$ cat src/sv/tcgr_pkg.sv
// ----------------------------------------------------------------------------
// Text cell glyph rasterizer package
// Word types of both channels, the command word of the internal queue and
// the fixed codes and widths shared by the modules.
// ----------------------------------------------------------------------------
package tcgr_pkg;

	localparam int ADDR_W      = 23;
	localparam int COLORS_W    = 64;
	localparam int COUNT_W     = 4;
	localparam int MAX_PIXELS  = 8;
	localparam int FONT_AW_MAX = 12;
	localparam int RROW_W      = 12;
	localparam int RROWX_W     = 15;
	localparam int COLOFF_W    = 11;
	localparam int QUEUE_DEPTH = 4;

	localparam logic ACT_RENDER = 1'b0;
	localparam logic ACT_LOAD   = 1'b1;

	localparam logic [1:0] REG_TEXT_COLUMNS = 2'd0;
	localparam logic [1:0] REG_TEXT_LINES   = 2'd1;
	localparam logic [1:0] REG_SHRINK_POWER = 2'd2;

	localparam logic [7:0] TEXT_COLUMNS_RESET = 8'd80;
	localparam logic [7:0] TEXT_LINES_RESET   = 8'd25;
	localparam logic [1:0] SHRINK_POWER_RESET = 2'd0;

	// Glyph scan step that underline forces to the foreground color.
	localparam int UL_SCAN_STEP = 2;

	typedef struct packed {
		logic       action;
		logic [7:0] cell_column;
		logic [7:0] cell_row;
		logic [7:0] char_code;
		logic [7:0] fore_color;
		logic [7:0] back_color;
		logic       underline;
		logic [3:0] glyph_row_index;
		logic [7:0] glyph_row_bits;
	} item_t;

	typedef struct packed {
		logic [ADDR_W-1:0]   pixel_address;
		logic [COLORS_W-1:0] pixel_colors;
		logic [COUNT_W-1:0]  pixel_count;
		logic                last;
	} result_t;

	// One classified word for the back end: either a font write or a cell.
	typedef struct packed {
		logic                   is_load;
		logic                   code_ok;
		logic [FONT_AW_MAX-1:0] font_addr;
		logic [7:0]             glyph_bits;
		logic [RROW_W-1:0]      rrow0;
		logic [COLOFF_W-1:0]    col_off;
		logic [7:0]             fore_color;
		logic [7:0]             back_color;
		logic                   underline;
	} cmd_t;

endpackage

$ cat src/sv/tcgr_front.sv
// ----------------------------------------------------------------------------
// Text cell glyph rasterizer front end
// Classifies an incoming word, drops what produces nothing and precomputes
// the per-cell address terms for the back end.
// ----------------------------------------------------------------------------
module tcgr_front import tcgr_pkg::*; #(
	parameter int GLYPH_WIDTH  = 8,
	parameter int GLYPH_HEIGHT = 16,
	parameter int GLYPH_COUNT  = 256
) (
	input  item_t      item,
	input  logic [7:0] text_columns,
	input  logic [7:0] text_lines,
	input  logic [1:0] shrink_power,
	output cmd_t       cmd,
	output logic       keep
);

	logic                   code_ok;
	logic                   row_ok;
	logic                   in_bounds;
	logic [7:0]             lines_left;
	logic [12:0]            rrow_full;
	logic [COLOFF_W-1:0]    col_full;
	logic [FONT_AW_MAX-1:0] glyph_base;

	always_comb begin
		code_ok    = 9'(item.char_code) < 9'(GLYPH_COUNT);
		row_ok     = 5'(item.glyph_row_index) < 5'(GLYPH_HEIGHT);
		in_bounds  = (item.cell_column < text_columns) && (item.cell_row < text_lines);
		// Raster rows are stored bottom-up, so the top text line lands last.
		lines_left = text_lines - item.cell_row - 8'd1;
		rrow_full  = (13'(lines_left) * 13'(GLYPH_HEIGHT)) >> shrink_power;
		col_full   = (COLOFF_W'(item.cell_column) * COLOFF_W'(GLYPH_WIDTH)) >> shrink_power;
		glyph_base = FONT_AW_MAX'(item.char_code) * FONT_AW_MAX'(GLYPH_HEIGHT);

		cmd.is_load    = (item.action == ACT_LOAD);
		cmd.code_ok    = code_ok;
		cmd.font_addr  = (item.action == ACT_LOAD)
			? glyph_base + FONT_AW_MAX'(item.glyph_row_index) : glyph_base;
		cmd.glyph_bits = item.glyph_row_bits;
		cmd.rrow0      = RROW_W'(rrow_full);
		cmd.col_off    = col_full;
		cmd.fore_color = item.fore_color;
		cmd.back_color = item.back_color;
		cmd.underline  = item.underline;

		keep = (item.action == ACT_LOAD) ? (code_ok && row_ok) : in_bounds;
	end

endmodule

$ cat config.mk
export PLATFORM = sky130hd
export DESIGN_NAME = tcgr_front
export DESIGN_NICKNAME = d
export VERILOG_FILES = /design/src/sv/tcgr_pkg.sv /design/src/sv/tcgr_front.sv
export SDC_FILE = /design/constraint.sdc
export NUM_CORES = 1
export LEC_CHECK = 0
export ABC_AREA = 1
export BUFFER_PORTS_ARGS = -buffer_cell sky130_fd_sc_hd__buf_2
export CORE_ASPECT_RATIO = 1.4
export CORE_MARGIN = 4
export CORE_UTILIZATION = 39
export DETAILED_ROUTE_END_ITERATION = 10
export GPL_ROUTABILITY_DRIVEN = 0
export PLACE_DENSITY = 0.94
export SLEW_MARGIN = 20
export SYNTH_ARGS = -nofsm -noshare
export SYNTH_HDL_FRONTEND = slang
export SYNTH_SLANG_ARGS = --single-unit
$ cat constraint.sdc
create_clock -name vclk -period 2.7
set_input_delay 0.54 -clock vclk [all_inputs]
set_output_delay 0.54 -clock vclk [all_outputs]
set_load 0.05 [all_outputs]
# Word-level counts from Yosys, hierarchy flattened
# Index checks and enable logic that the tools add are counted.
# totals
regBits,0
input_bits,72
output_inout_bits,63
wordCells,10
# op_classes
n_addsub,3
magnitude_cmp,2
shift,2
n_mux,2
n_reduce_logical,1
# op_table
operator,count
$lt 8x8->1,2
$add 12x4->12,1
$mux 12,1
$shr 12x2->12,1
$shr 11x2->11,1
$sub 8x1->8 const B,1
$sub 8x8->8,1
$logic_and 1x1->1,1
$mux 1,1

# Depth between registers and ports, before layout
# logic_depth
ltp_word,3
mapped_depth,11
depth_no_buf,11

# Least setup slack after synthesis
# No wires, ideal clock.
# synth_path
path_kind,input to output
startpoint,in item[37] (netlist bit)
endpoint,out cmd[31] (netlist bit)
arrival_time_ps,2552
required_time_ps,2160
slack_ps,-392
stages,7
n_path_buf,0
cell_sequence,inv_1 > ha_1 > fa_1 > xnor2_1 > nand2_1 > o21ai_1 > o21ai_0
# synth_lines
item,line,source
"start, declared",tcgr_front.sv:11,"input item_t item,"
"end, declared",tcgr_front.sv:15,"output cmd_t cmd,"

==> flow_metrics.py <==
metrics = {
    "yosys": {
        "netlist_area_mm2": 0.00144,
        "ys_types": 25,
        "synth_warnings": 0,
        "synth_area_per_cell_um2": 5.87,
        "syn_nets": 340,
        "yosysSeqAreaShare_pct": 0,
        "syn_inst": 245,
    },
    "floorplanning": {
        "rows": 25,
        "die_area_mm2": 0.00474,
        "start_util_pct": 41.4,
        "die_x_um": 59.3,
        "die_y_um": 79.8,
        "core_mm2": 0.00347,
        "io-pin-count": 135,
    },
    "power": {
        "clockPowerShare_pct": 0,
        "seqPwrFrac_pct": 0,
        "total_power_uw": 443,
        "p_sw_uw": 307,
        "p_leak_nw": 1.04,
        "power_density_mw_per_mm2": 283,
        "ir_worst_vdd_v": 0.000157,
        "p_int_uw": 136,
        "combPwrFrac_pct": 100.0,
        "switching_share_pct": 69.3,
    },
    "sta": {
        "rsz0062_at_grt": "false",
        "layout_worst_path_cycle_share_pct": 95.8,
        "setup_slack_ns": 0.114,
        "period_minus_slack_ns": 2.59,
        "finalMaxSlewViolations": 0,
        "hold_violations": 0,
        "final.setup.tns_ns": 0,
        "max_freq_mhz": 387,
        "finalSetupViolCount": 0,
    },
    "detailed_routing": {
        "detail_route.iter0.violations": 23,
        "vias_per_cell": 4.83,
        "firstDrtPassIters": 4,
        "num_vias": 1511,
        "wire_per_inst_um": 10.8,
        "drt-total-wl_um": 3400,
        "drc": 0,
        "antenna_left": 0,
    },
    "critical_path": {
        "critPathMostFrequentCell": "nand2_2",
        "worst_ep_required_time_ns": 2.16,
        "cp_max_fo": 3,
        "end_kind": "output pin",
        "crit_chain": "buf_2 > inv_1 > ha_1 > fa_2 > nand2_1 > nand2_2 > nand3b_4 > nand2_2 > nand2_2 > nand3_2 > nand3_1 > nand2_1 > buf_4",
        "worstSetupEndpoint": "cmd[37]",
        "cp-start-kind": "primary input",
        "critical_path_class": "primary input to output pin",
        "critPathMaxStageDelay_ns": 0.35,
        "startpoint": "item[37]",
        "crit_arrival_ns": 2.05,
        "cp_slowest_cell": "fa_2",
    },
    "global_routing": {
        "grt_antenna_before_repair": 0,
        "grt_max_degree": 20,
        "grt_usage_pct": 13.2,
        "grt_pass1_wl_um": 5240,
        "grt.overflow.total": 0,
        "grt_pass1_vias": 1342,
    },
    "job": {
        "cap_violations": 0,
    },
    "final_layout": {
        "regArea_um2": 0,
        "final_nets": 370,
        "nClkBuffers": 0,
        "finish.utilization_pct": 45.0,
        "drive_gt1_share_pct": 30.0,
        "multiInputGateArea_um2": 981,
        "n_antenna_cell": 0,
        "fillerInstances": 372,
        "syn2layout_area_growth_pct": 8.70,
        "seq_cell_count": 0,
    },
    "cts": {
        "ctsHoldBuffers": 0,
        "postCtsSetupRepairBufs": 0,
        "post_cts_resized": 1,
    },
    "placement": {
        "io_buffer_count": 67,
        "dp_hpwl_um": 3030,
        "pre_cts_slack_ns": -0.0205,
    },
    "run_status": {
        "status": "completed",
    },
    "worst_hold_path": {
        "hold_path.class": "primary input to output pin",
    },
}
## synth_stat cells
cell type / instances / area, µm²
clkbuf_1: 1 / 3.75
a21oi_1: 9 / 45.0
nand2_2: 3 / 18.8
ha_1: 22 / 275
or2_4: 1 / 8.76
nor2_1: 13 / 48.8
xnor2_1: 2 / 17.5
inv_2: 1 / 3.75
buf_4: 36 / 270
nor2_2: 1 / 6.26
mux2i_1: 5 / 50.1
buf_1: 1 / 3.75
nand3_2: 4 / 40.0
nand2_1: 53 / 199
inv_1: 42 / 158
nand3b_1: 1 / 7.51
o21ai_0: 14 / 70.1
nand3b_4: 1 / 20.0
a211oi_1: 1 / 7.51
conb_1: 2 / 7.51
o21ai_1: 3 / 15.0
buf_2: 4 / 20.0
nand4_1: 1 / 6.26
fa_1: 1 / 20.0
nand3_1: 23 / 115
## logic make-up (layout without fill, tap and decap cells)
family / Yosys count / after routing / share of synthesized area, %
compound gates: 27 / 27 / 9.57
xor+xnor: 2 / 2 / 1.22
fa+ha+maj: 23 / 23 / 20.5
buf+inv: 85 / 113 / 31.9
mux: 5 / 5 / 3.48
other cells: 2 / 2 / 0.522
simple gates: 101 / 101 / 32.7
## worst min path at each step
| stage | from | end | slack [ns] | cells past startpoint |
|---|---|---|---|---|
| 3_3_place_gp | item[14] | cmd[2] | 1.08 | 0 |
| 4_1_cts | item[14] | cmd[2] | 1.08 | 0 |
| 6_report | item[26] | cmd[14] | 1.08 | 0 |
| 5_1_grt | item[21] | cmd[9] | 1.08 | 0 |
| 2_1_floorplan | item[12] | cmd[0] | 1.25 | 1 |
| 3_5_place_dp | item[14] | cmd[2] | 1.08 | 0 |
## per-layer routing
layer / wire length, µm / up-vias / track usage, % / part of all wire, %
li1: - / 786 / - / -
met1: 1130 / 653 / 12.1 / 33
met2: 1870 / 42 / 27.4 / 55
met3: 247 / 30 / 1.13 / 7.3
met4: 146 / 0 / 5.44 / 4.3
met5: 0 / - / 0 / 0
## power by group through the flow
stage,Combinational [mW],Sequential [mW],Clock [mW]
final,0.443,0,0
after global routing,0.486,0,0
after CTS,0.442,0,0
after detailed placement,0.438,0,0
after global placement,0.432,0,0
after floorplan,0.465,0,0
## through the flow
stage	hold WS (ns)	cells	area [µm²]
6_report	1.08	313	1560
5_1_grt	1.08	313	1560
4_1_cts	1.08	313	1550
3_5_place_dp	1.08	313	1550
3_3_place_gp	1.08	313	1550
2_1_floorplan	1.25	245	1440
## critical path, delay by kind of cell
family / cells / cell delay, ns
fa+ha+maj: 2 / 0.57
buf+inv: 3 / 0.31
simple gates: 8 / 0.62
## cell usage in the layout, fill, tap and decap left out, drive strengths merged
cell type / instances
nand2: 56
nor2: 14
mux2i: 5
conb: 2
xnor2: 2
clkbuf: 1
o21ai: 17
fa: 1
a211oi: 1
nand3: 27
ha: 22
or2: 1
a21oi: 9
buf: 69
nand4: 1
nand3b: 2
inv: 43
## area by class of cell
type | count | area share (%)
well taps | 40 | 3.20
inverters | 43 | 10.3
multi-input cells | 160 | 62.8
repair buffers | 70 | 23.7
Power figures use the tool's default switching activity.
