--- src/sv/tcgr_pkg.sv ---
// ----------------------------------------------------------------------------
// Text cell glyph rasterizer package
// Word types of both channels, the command word of the internal queue and
// the fixed codes and widths shared by the modules.
// ----------------------------------------------------------------------------
package tcgr_pkg;

	localparam int ADDR_W      = 23;
	localparam int COLORS_W    = 64;
	localparam int COUNT_W     = 4;
	localparam int MAX_PIXELS  = 8;
	localparam int FONT_AW_MAX = 12;
	localparam int RROW_W      = 12;
	localparam int RROWX_W     = 15;
	localparam int COLOFF_W    = 11;
	localparam int QUEUE_DEPTH = 4;

	localparam logic ACT_RENDER = 1'b0;
	localparam logic ACT_LOAD   = 1'b1;

	localparam logic [1:0] REG_TEXT_COLUMNS = 2'd0;
	localparam logic [1:0] REG_TEXT_LINES   = 2'd1;
	localparam logic [1:0] REG_SHRINK_POWER = 2'd2;

	localparam logic [7:0] TEXT_COLUMNS_RESET = 8'd80;
	localparam logic [7:0] TEXT_LINES_RESET   = 8'd25;
	localparam logic [1:0] SHRINK_POWER_RESET = 2'd0;

	// Glyph scan step that underline forces to the foreground color.
	localparam int UL_SCAN_STEP = 2;

	typedef struct packed {
		logic       action;
		logic [7:0] cell_column;
		logic [7:0] cell_row;
		logic [7:0] char_code;
		logic [7:0] fore_color;
		logic [7:0] back_color;
		logic       underline;
		logic [3:0] glyph_row_index;
		logic [7:0] glyph_row_bits;
	} item_t;

	typedef struct packed {
		logic [ADDR_W-1:0]   pixel_address;
		logic [COLORS_W-1:0] pixel_colors;
		logic [COUNT_W-1:0]  pixel_count;
		logic                last;
	} result_t;

	// One classified word for the back end: either a font write or a cell.
	typedef struct packed {
		logic                   is_load;
		logic                   code_ok;
		logic [FONT_AW_MAX-1:0] font_addr;
		logic [7:0]             glyph_bits;
		logic [RROW_W-1:0]      rrow0;
		logic [COLOFF_W-1:0]    col_off;
		logic [7:0]             fore_color;
		logic [7:0]             back_color;
		logic                   underline;
	} cmd_t;

endpackage

--- src/sv/tcgr_queue.sv ---
// ----------------------------------------------------------------------------
// Text cell glyph rasterizer command queue
// Short first-in first-out buffer that decouples the front end from the
// row sequencer.
// ----------------------------------------------------------------------------
module tcgr_queue import tcgr_pkg::*; (
	input  logic clk,
	input  logic arst_n,
	input  logic push,
	input  cmd_t push_cmd,
	output logic push_ready,
	input  logic pop,
	output cmd_t head,
	output logic head_valid
);

	localparam int PTR_W = $clog2(QUEUE_DEPTH);

	cmd_t           slots_q [QUEUE_DEPTH];
	logic [PTR_W-1:0] wr_ptr_q;
	logic [PTR_W-1:0] rd_ptr_q;
	logic [PTR_W:0]   fill_q;

	assign push_ready = fill_q != (PTR_W+1)'(QUEUE_DEPTH);
	assign head_valid = fill_q != '0;
	assign head       = slots_q[rd_ptr_q];

	always_ff @(posedge clk or negedge arst_n) begin
		if (!arst_n) begin
			wr_ptr_q <= '0;
			rd_ptr_q <= '0;
			fill_q   <= '0;
		end else begin
			if (push) begin
				wr_ptr_q <= wr_ptr_q + 1'b1;
			end
			if (pop) begin
				rd_ptr_q <= rd_ptr_q + 1'b1;
			end
			if (push && !pop) begin
				fill_q <= fill_q + 1'b1;
			end else if (pop && !push) begin
				fill_q <= fill_q - 1'b1;
			end
		end
	end

	always_ff @(posedge clk) begin
		if (push) begin
			slots_q[wr_ptr_q] <= push_cmd;
		end
	end

endmodule

--- config.mk ---
export PLATFORM = sky130hd
export DESIGN_NAME = tcgr_queue
export DESIGN_NICKNAME = d
export VERILOG_FILES = /design/src/sv/tcgr_pkg.sv /design/src/sv/tcgr_queue.sv
export SDC_FILE = /design/constraint.sdc
export NUM_CORES = 1
export LEC_CHECK = 0
export BUFFER_PORTS_ARGS = -buffer_cell sky130_fd_sc_hd__buf_2
export CORE_MARGIN = 3
export CORE_UTILIZATION = 55
export DETAILED_ROUTE_END_ITERATION = 16
export GPL_TIMING_DRIVEN = 0
export HOLD_SLACK_MARGIN = 0.02
export PLACE_DENSITY = 0.77
export SLEW_MARGIN = 20
export SYNTH_ARGS = -nofsm -noshare
export SYNTH_HDL_FRONTEND = slang
export SYNTH_SLANG_ARGS = --single-unit
--- constraint.sdc ---
create_clock -name clk -period 4.7 [get_ports clk]
set_input_delay 0.94 -clock clk [delete_from_list [all_inputs] [get_ports clk]]
set_output_delay 0.94 -clock clk [all_outputs]
set_load 0.02 [all_outputs]
# Word level (Yosys, flattened, before mapping)
# Memories as Yosys holds them, arrays and structs flattened.
# Index checks and enable logic that the tools add are counted.
[classes]
n_eq_ne = 1
n_mux = 4
add_sub_neg = 4
n_reduce_logical = 6
[op_table]
columns = ["op", "n"]
rows = [
  ["2-to-1 mux 3 bit", 2],
  ["adder 2 x 1 -> 2 bit (second input constant)", 2],
  ["adder 3 x 1 -> 3 bit (second input constant)", 1],
  ["!= test 3 bit (second input constant)", 1],
  ["nonzero test 3 bit", 1],
  ["subtractor 3 x 1 -> 3 bit (second input constant)", 1],
  ["logical AND 1 bit", 2],
  ["logical NOT 1 bit", 2],
  ["2-to-1 mux 1 bit", 2],
  ["nonzero test 2 bit", 1],
]
[totals]
ramBits = 248
mem_count = 1
inputBits = 66
out_inout_bits = 64
ff_bits = 7
elab_cells = 19
[mem_list]
columns = ["memory", "depth", "word_bits", "read_ports", "rd_clocked_by_memory_dff", "wr", "line_no", "text"]
rows = [
  ["slots_q", 4, 62, 1, 0, 1, "tcgr_queue.sv:19", "cmd_t slots_q [QUEUE_DEPTH];"],
]

# Logic depth before layout (Yosys ltp)
# Gate-level depths: netlist (run 1).
[logic_depth]
depth_word = 4
depth_mapped = 7
mapped_depth_nobuf = 7

# Worst setup path before layout (run 1)
# No wires, ideal clock.
[synth_path]
path_kind = "input to register"
start = "input push"
end = "memory slots_q[0][0] (netlist bit) (enable)"
stages = 1
required_ps = 4274
setup_time_ps = 426
setup_slack_ps = 1872
n_path_buf = 0
arrival_ps = 2402
path_cell_list = "and2_1"
[synth_between]
elab_chain_cells = 2
[synth_lines]
columns = ["element", "line_no", "text"]
rows = [
  ["start: declaration", "tcgr_queue.sv:9", "input logic push,"],
  ["2-to-1 mux 1 bit", "tcgr_queue.sv:49", "if (push) begin"],
  ["2-to-1 mux 1 bit (implied by the code)", "tcgr_queue.sv:50", "slots_q[wr_ptr_q] <= push_cmd;"],
  ["end: declaration", "tcgr_queue.sv:19", ""],
]
# No other way between the ends.

==> results of run 1 <==
-- power breakdown --
part           internal [mW]  switching [mW]  total, mW
logic                   1.02            1.35       2.37
clock network           1.15           0.784       1.93
registers               2.97           0.105       3.08
total                   5.14            2.24       7.38
-- metal layers --
layer	share of wire, %	up-vias	GRT usage, %
li1	-	1863	-
met1	39	2173	23.97
met2	51	147	29.52
met3	8.3	23	5.221
met4	1.5	2	4.767
met5	0.081	-	0
-- layout make-up --
cell class | count | area share, %
clock buffer | 32 | 5.798
buffer | 14 | 1.480
clock inverter | 14 | 1.369
sequential | 255 | 67.79
multi-input combinational | 86 | 14.43
tap | 220 | 2.448
timing repair buffer | 133 | 6.521
antenna | 1 | 0.02226
inverter | 4 | 0.1335
-- registers in the layout, indices dropped and copies added, names as in the netlist --
| signal | flops |
|---|---|
| slots_q | 248 |
| wr_ptr_q | 2 |
| rd_ptr_q | 2 |
| fill_q | 3 |
-- critical path: cells and delay by family, from the launching register on --
family	cells	cell delay (ns)
buffers and inverters	3	0.58
flip-flops	1	0.34
multiplexers	1	0.52
-- kinds of logic after synthesis --
group                      synth area share (%)
muxes                                     15.11
buffers and inverters                     1.927
AOI/OAI and AO/OA                       0.05310
DFF                                       80.95
adders and majority gates                0.8770
xor gates and xnor gates                 0.5581
and+or+nand+nor                          0.5315
-- synthesized netlist by cell type --
master,number,area share [%]
and2_1,4,0.27
buf_12,6,1.3
buf_2,7,0.37
buf_6,1,0.12
dfrtp_1,7,1.9
edfxtp_1,248,79
fa_1,1,0.21
ha_1,5,0.66
inv_1,4,0.16
mux2_2,1,0.12
mux4_1,4,1.1
mux4_2,58,14
nand2_1,3,0.12
nor2_1,2,0.080
o21ai_0,1,0.053
or3_1,1,0.066
xnor2_1,2,0.19
xor2_1,4,0.37
-- through the flow --
| stage | hold WS (ns) | power [mW] | worst slack [ns] |
|---|---|---|---|
| floorplan | 0.4547 | 4.790 | 1.872 |
| global placement | 0.4708 | 5.475 | 0.5834 |
| detailed placement | 0.4773 | 5.542 | 2.316 |
| CTS | 0.2244 | 7.494 | 1.739 |
| global route | 0.2365 | 7.739 | 1.699 |
| finish | 0.2455 | 7.378 | 1.791 |
-- worst paths after layout --
path	slack [ns]	end	start	cells after the start
min	0.25	rd_ptr_q[0]	arst_n	1
max	1.79	head[53]	rd_ptr_q[0]	4
min reg2reg	0.48	fill_q[2]	fill_q[2]	1
max in group asynchronous	4.29	fill_q[1]	arst_n	1
min in group clk	0.48	fill_q[2]	fill_q[2]	1
max reg2reg	2.93	slots_q[0][2]	wr_ptr_q[0]	4
==> impl_results.md, run 1 <==
- P per Cell Area: 656.2 mW/mm^2
- CTS tree: yes
- RSZ-0062 raised after global routing: false
- DIE HEIGHT: 136.8 um
- Area Overhead vs Synth: 19.40%
- Syn Inst Count: 359
- Multi-input gate area: 0.001623 mm^2
- FP Rows: 47
- Worst Path Max Fanout: 10
- Share of cells above drive strength 1: 45.54%
- IO Pins: 130
- Post-DP Area: 0.01044 mm^2
- Clock tree buffer depth: 3
- Initial antenna violation count: 1
- Rel. slew slack: 66.03%
- Placed insts: 712
- Commonest non-fill, non-tap cell in the layout: edfxtp_1
- Outcome: finished clean
- Crit-path cells: buf_6, buf_12, mux4_2, buf_2
- Max-cap viol count: 0
- Final Skew: 0.01094 ns
- # resized after CTS: 0
- Fin. max-slew vios: 0
- Via density: 5.544
- # setup viols final: 0
- Hold-fix buffers, CTS: 0
- Die width: 136.8 um
- CP arrival: 1.97 ns
- Startpoint type of the worst setup path: flip-flop
- I/O Buffers: 129
- Vias in the first global route: 4,637
- TritonRoute pass-1 iters: 4
- Synthesized Nets: 431
- Detailed Place HPWL: 10,010 um
- Filler cell count in the final layout: 1,064
- Non-Filler Instances: 759
- Total GRT Usage: 17.94%
- Tcrit/Tclk final: 61.89%
- Clk sinks: 255
- HP Class: primary input to asynchronous set/reset pin
- Fmax: 0.3438 GHz
- Initial drt markers: 231
- Fin. Hold Viols: 0
- Ys Warns: 0
- Area of the die: 0.01873 mm^2
- CP endpoint kind: output port
- Root Buffer: clkbuf_16
- Seq cells post-synth: 255
- Total wire length: 16,150 um
- Mapped Area: 0.009417 mm^2
- Layout Cell Area excl Fill: 0.01124 mm^2
- Starting Density: 56.58%
- Cell leakage power: 3.900 nW
- Postcts setup bufs: 0
- Max VDD drop: 0.4328 mV
- Nets: 591
- CTS HTree Levels: 1
- Synth cell types: 18
- CP max stage cell: mux4_2
- Via Count: 4,208
- Largest net degree at the start of global routing: 47
- Drt drc: 0
- Crit path kind: flip-flop to output port
- CTS clk-pin slew, worst paths: 0.06 ns
- Sequential fraction of the synthesis area: 80.95%
- CP max stage delay: 0.52 ns
- Wire length per cell: 21.27 um
- Final Critical Period: 2.909 ns
- Routability cong.: 0.6703
- CTS buffer count: 25
- Commonest non-fill, non-tap cells in the layout: 248 x edfxtp_1, 136 x buf_2, 58 x mux4_2, 25 x clkbuf_16, 9 x buf_12
- Total area of sequential cells: 0.007622 mm^2
- Sum of negative setup slack: 0 ns
- First-pass GRT wire length: 25,370 um
- CP required: 3.76 ns
- Post-route ant nets: 0
- Post-Route Utilization: 67.56%
- Worst-Margin Slew: 0.5096 ns
- Worst skew pair latency: 0.51 ns
- Core Region: 0.01664 mm^2
- Gr ovfl total: 0
- Avg Cell Area, Syn: 26.23 um^2
Power figures use the tool's default switching activity.
==> run 2: changes to the inputs <==
--- a/config.mk
+++ b/config.mk
@@ -7,11 +7,11 @@
 export LEC_CHECK = 0
 export BUFFER_PORTS_ARGS = -buffer_cell sky130_fd_sc_hd__buf_2
 export CORE_MARGIN = 3
-export CORE_UTILIZATION = 55
+export CORE_UTILIZATION = 51
 export DETAILED_ROUTE_END_ITERATION = 16
 export GPL_TIMING_DRIVEN = 0
 export HOLD_SLACK_MARGIN = 0.02
-export PLACE_DENSITY = 0.77
+export PLACE_DENSITY = 0.75
 export SLEW_MARGIN = 20
 export SYNTH_ARGS = -nofsm -noshare
 export SYNTH_HDL_FRONTEND = slang
==> constraint.sdc (replaced) <==
create_clock -name clk -period 2.4 [get_ports clk]
set_input_delay 0.48 -clock clk [delete_from_list [all_inputs] [get_ports clk]]
set_output_delay 0.48 -clock clk [all_outputs]
set_load 0.02 [all_outputs]
==> run 2 against run 1 <==
The run now ends with setup timing left. Die area rose by 7.5%. Worst hold slack worse by 0.064 ns. Cell count is 1.1% higher. Combinational power rose by 110%. Sequential share of layout area down 0.90 points. Critical path type unchanged. Largest power group unchanged.
==> impl_results.md, run 2 (synthesized netlist as in run 1, its figures left out) <==
- Gate power share: 33.9% (+1.8 points)
- Startpoint type of the worst setup path: flip-flop
- Ant. Diodes: 0 (-1)
- RSZ-0062 raised after global routing: true
- CP endpoint kind: output port
- Largest net degree at the start of global routing: 41 (-13%)
- GRT met1 Usage: 21.06% (-2.9 points)
- Wire length per cell: 20.75 um (-2.4%)
- Filler cell count in the final layout: 1,226 (+15%)
- CTS buffer count: 26 (+4.0%)
- Post-DP Area: 0.01047 mm^2 (+0.32%)
- CP dominant cell by count: buf_12
- Postcts setup bufs: 0 (unchanged)
- Max VDD drop: 0.7754 mV (+79%)
- HP Class: primary input to flip-flop
- Total wire length: 15,920 um (-1.4%)
- IO Pins: 130 (unchanged)
- Total area of sequential cells: 0.007622 mm^2 (unchanged)
- Worst skew pair latency: 0.51 ns (about the same)
- I/O Buffers: 129 (unchanged)
- Fin. max-slew vios: 0 (unchanged)
- Nets: 593 (+0.34%)
- Final Critical Period: 2.415 ns
- Worst Path Buf+Inv: 3 (unchanged)
- Pre-CTS WS: 0.4690 ns (-1.847 ns)
- Layout Cell Area excl Fill: 0.01139 mm^2 (+1.3%)
- CP max stage delay: 0.54 ns (+0.02 ns)
- Detailed Place HPWL: 9888 um (-1.2%)
- # setup viols final: 6 (+6)
- Switch share: 30.03% (-0.30 points)
- CP arrival: 1.93 ns (-0.04 ns)
- Layer with the highest usage: met2
- Fin. Hold Viols: 0 (unchanged)
- Crit path kind: flip-flop to output port
- Clock Power Share: 25.0% (-1.2 points)
- Seq pwr share: 41.1% (-0.6 points)
- Area of the die: 0.02013 mm^2 (+7.5%)
- Gr ovfl total: 0 (unchanged)
- CTS HTree Levels: 1 (unchanged)
- CTS clk-pin slew, worst paths: 0.06 ns (about the same)
- Worst-Margin Slew: 0.4205 ns (-0.08911 ns)
- Via Count: 4,195 (-0.31%)
- Met2 Usage GRT: 27.81% (-1.7 points)
- Die width: 141.9 um (+3.7%)
- Via density: 5.469 (-1.3%)
- DIE HEIGHT: 141.9 um (+3.7%)
- Tcrit/Tclk final: 100.6%
- Setup ws final: -0.01458 ns (-1.806 ns)
- Delay-heaviest family, CP: multiplexers
- Crit-path cells: buf_12, buf_12, mux4_2, buf_6
- Share of cells above drive strength 1: 44.98% (-0.56 points)
- Rel. slew slack: 71.97% (+5.9 points)
- First-pass GRT wire length: 25,120 um (-1.0%)
- Total power: 14.65 mW (+99%)
- FP Rows: 49 (+4.3%)
- Fmax: 0.4142 GHz
- Cell leakage power: 3.964 nW (+1.6%)
- Commonest non-fill, non-tap cells in the layout: 248 x edfxtp_1, 113 x buf_2, 58 x mux4_2, 27 x clkbuf_16, 17 x buf_6
- Worst Path Max Fanout: 10 (unchanged)
- Vias in the first global route: 4,577 (-1.3%)
- Post-route ant nets: 0 (unchanged)
- Switching pwr: 4.400 mW (+97%)
- Commonest non-fill, non-tap cell in the layout: edfxtp_1
- Initial antenna violation count: 1 (unchanged)
- Area Overhead vs Synth: 21.01%
- Sum of negative setup slack: -0.03453 ns (-0.03453 ns)
- Multi-input gate area: 0.001623 mm^2 (unchanged)
- Clk sinks: 255 (unchanged)
- Max FFs per register: 248 (unchanged)
- Root Buffer: clkbuf_16
- Final Skew: 0.01042 ns (-0.0005227 ns)
- Drt drc: 0 (unchanged)
- CTS tree: yes
- Core Region: 0.01802 mm^2 (+8.3%)
- Routability cong.: 0.6921 (+3.3%)
- Largest registers: slots_q (248), fill_q (3)
- Failing checks: setup timing
- CP max stage cell: mux4_2
- M3 GR Usage: 3.438% (-1.8 points)
- CP required: 1.92 ns (-1.84 ns)
- Post-Route Utilization: 63.22% (-4.3 points)
- Pint: 10.25 mW (+99%)
- Total GRT Usage: 16.16% (-1.8 points)
- Outcome: finished, violations left
- P per Cell Area: 1286 mW/mm^2 (+96%)
- Starting Density: 52.24% (-4.3 points)
- Clock tree buffer depth: 3 (unchanged)
- Top reg by flops: slots_q
- TritonRoute pass-1 iters: 4 (unchanged)
- Initial drt markers: 170 (-26%)
- Max-cap viol count: 0 (unchanged)
run 2: cell types whose count changed in the layout (fill, tap and decap cells not counted), sizes merged:
cell,change
bufinv,-2
clkbuf,+1
inv,-1
diode,-1
clkinvlp,-4
dlygate4sd3,+1
clkinv,+5
run 2: stage by stage:
step	hold slack [ns]	instances
finish	0.1815	767
global route	0.1702	767
CTS	0.1578	767
detailed placement	0.3214	721
global placement	0.3142	717
floorplan	0.1844	359
run 2: cell type report:
type	instances	share of cell area (%)
Buffer	14	1.669
Multi-Input combinational cell	86	14.24
Sequential cell	255	66.89
Inverter	4	0.1318
Clock buffer	33	6.127
Timing Repair Buffer	134	7.653
Clock inverter	12	0.7686
Tap cell	229	2.515
run 2: what timing repair did:
action	in CTS	in global routing
endpoints found under the hold margin	7	0
hold buffers	1	0
resized for setup	18	24
endpoints found under the setup margin	59	59
run 2: path summary, 6_finish.rpt:
path | startpoint | endpoint | slack, ns | cells past startpoint
min in group asynchronous | arst_n | fill_q[1] | 0.33 | 2
max in group asynchronous | arst_n | rd_ptr_q[1] | 1.90 | 2
worst min register to register | fill_q[2] | fill_q[2] | 0.52 | 1
worst max-delay path | rd_ptr_q[0] | head[49] | -0.01 | 4
worst max register to register | wr_ptr_q[1] | slots_q[1][20] | 0.67 | 4
worst min-delay path | push_cmd[52] | slots_q[1][52] | 0.18 | 1
run 2: power by group through the flow:
| stage | logic [mW] | clock network (mW) | registers (mW) |
|---|---|---|---|
| floorplan | 3.29 | 0 | 6.06 |
| CTS | 4.89 | 3.75 | 6.04 |
| global route | 5.31 | 3.93 | 6.09 |
| finish | 4.96 | 3.66 | 6.03 |
| global placement | 4.57 | 0 | 6.10 |
| detailed placement | 4.74 | 0 | 6.13 |
run 2: worst register-to-register path, stage by stage (launching register included):
cell and delay [ns]:
dfrtp_1 0.41, inv_1 0.12, ha_1 0.15, and2_4 0.39, buf_16 0.29
run 2: routing by layer:
metal  share of wire (%)  vias up  wire (um)
met5               0.063        -         10
met4                 2.5        2        391
met3                 6.2       36        980
met2                  52      134       8239
met1                  40     2159       6295
li1                    -     1864          -
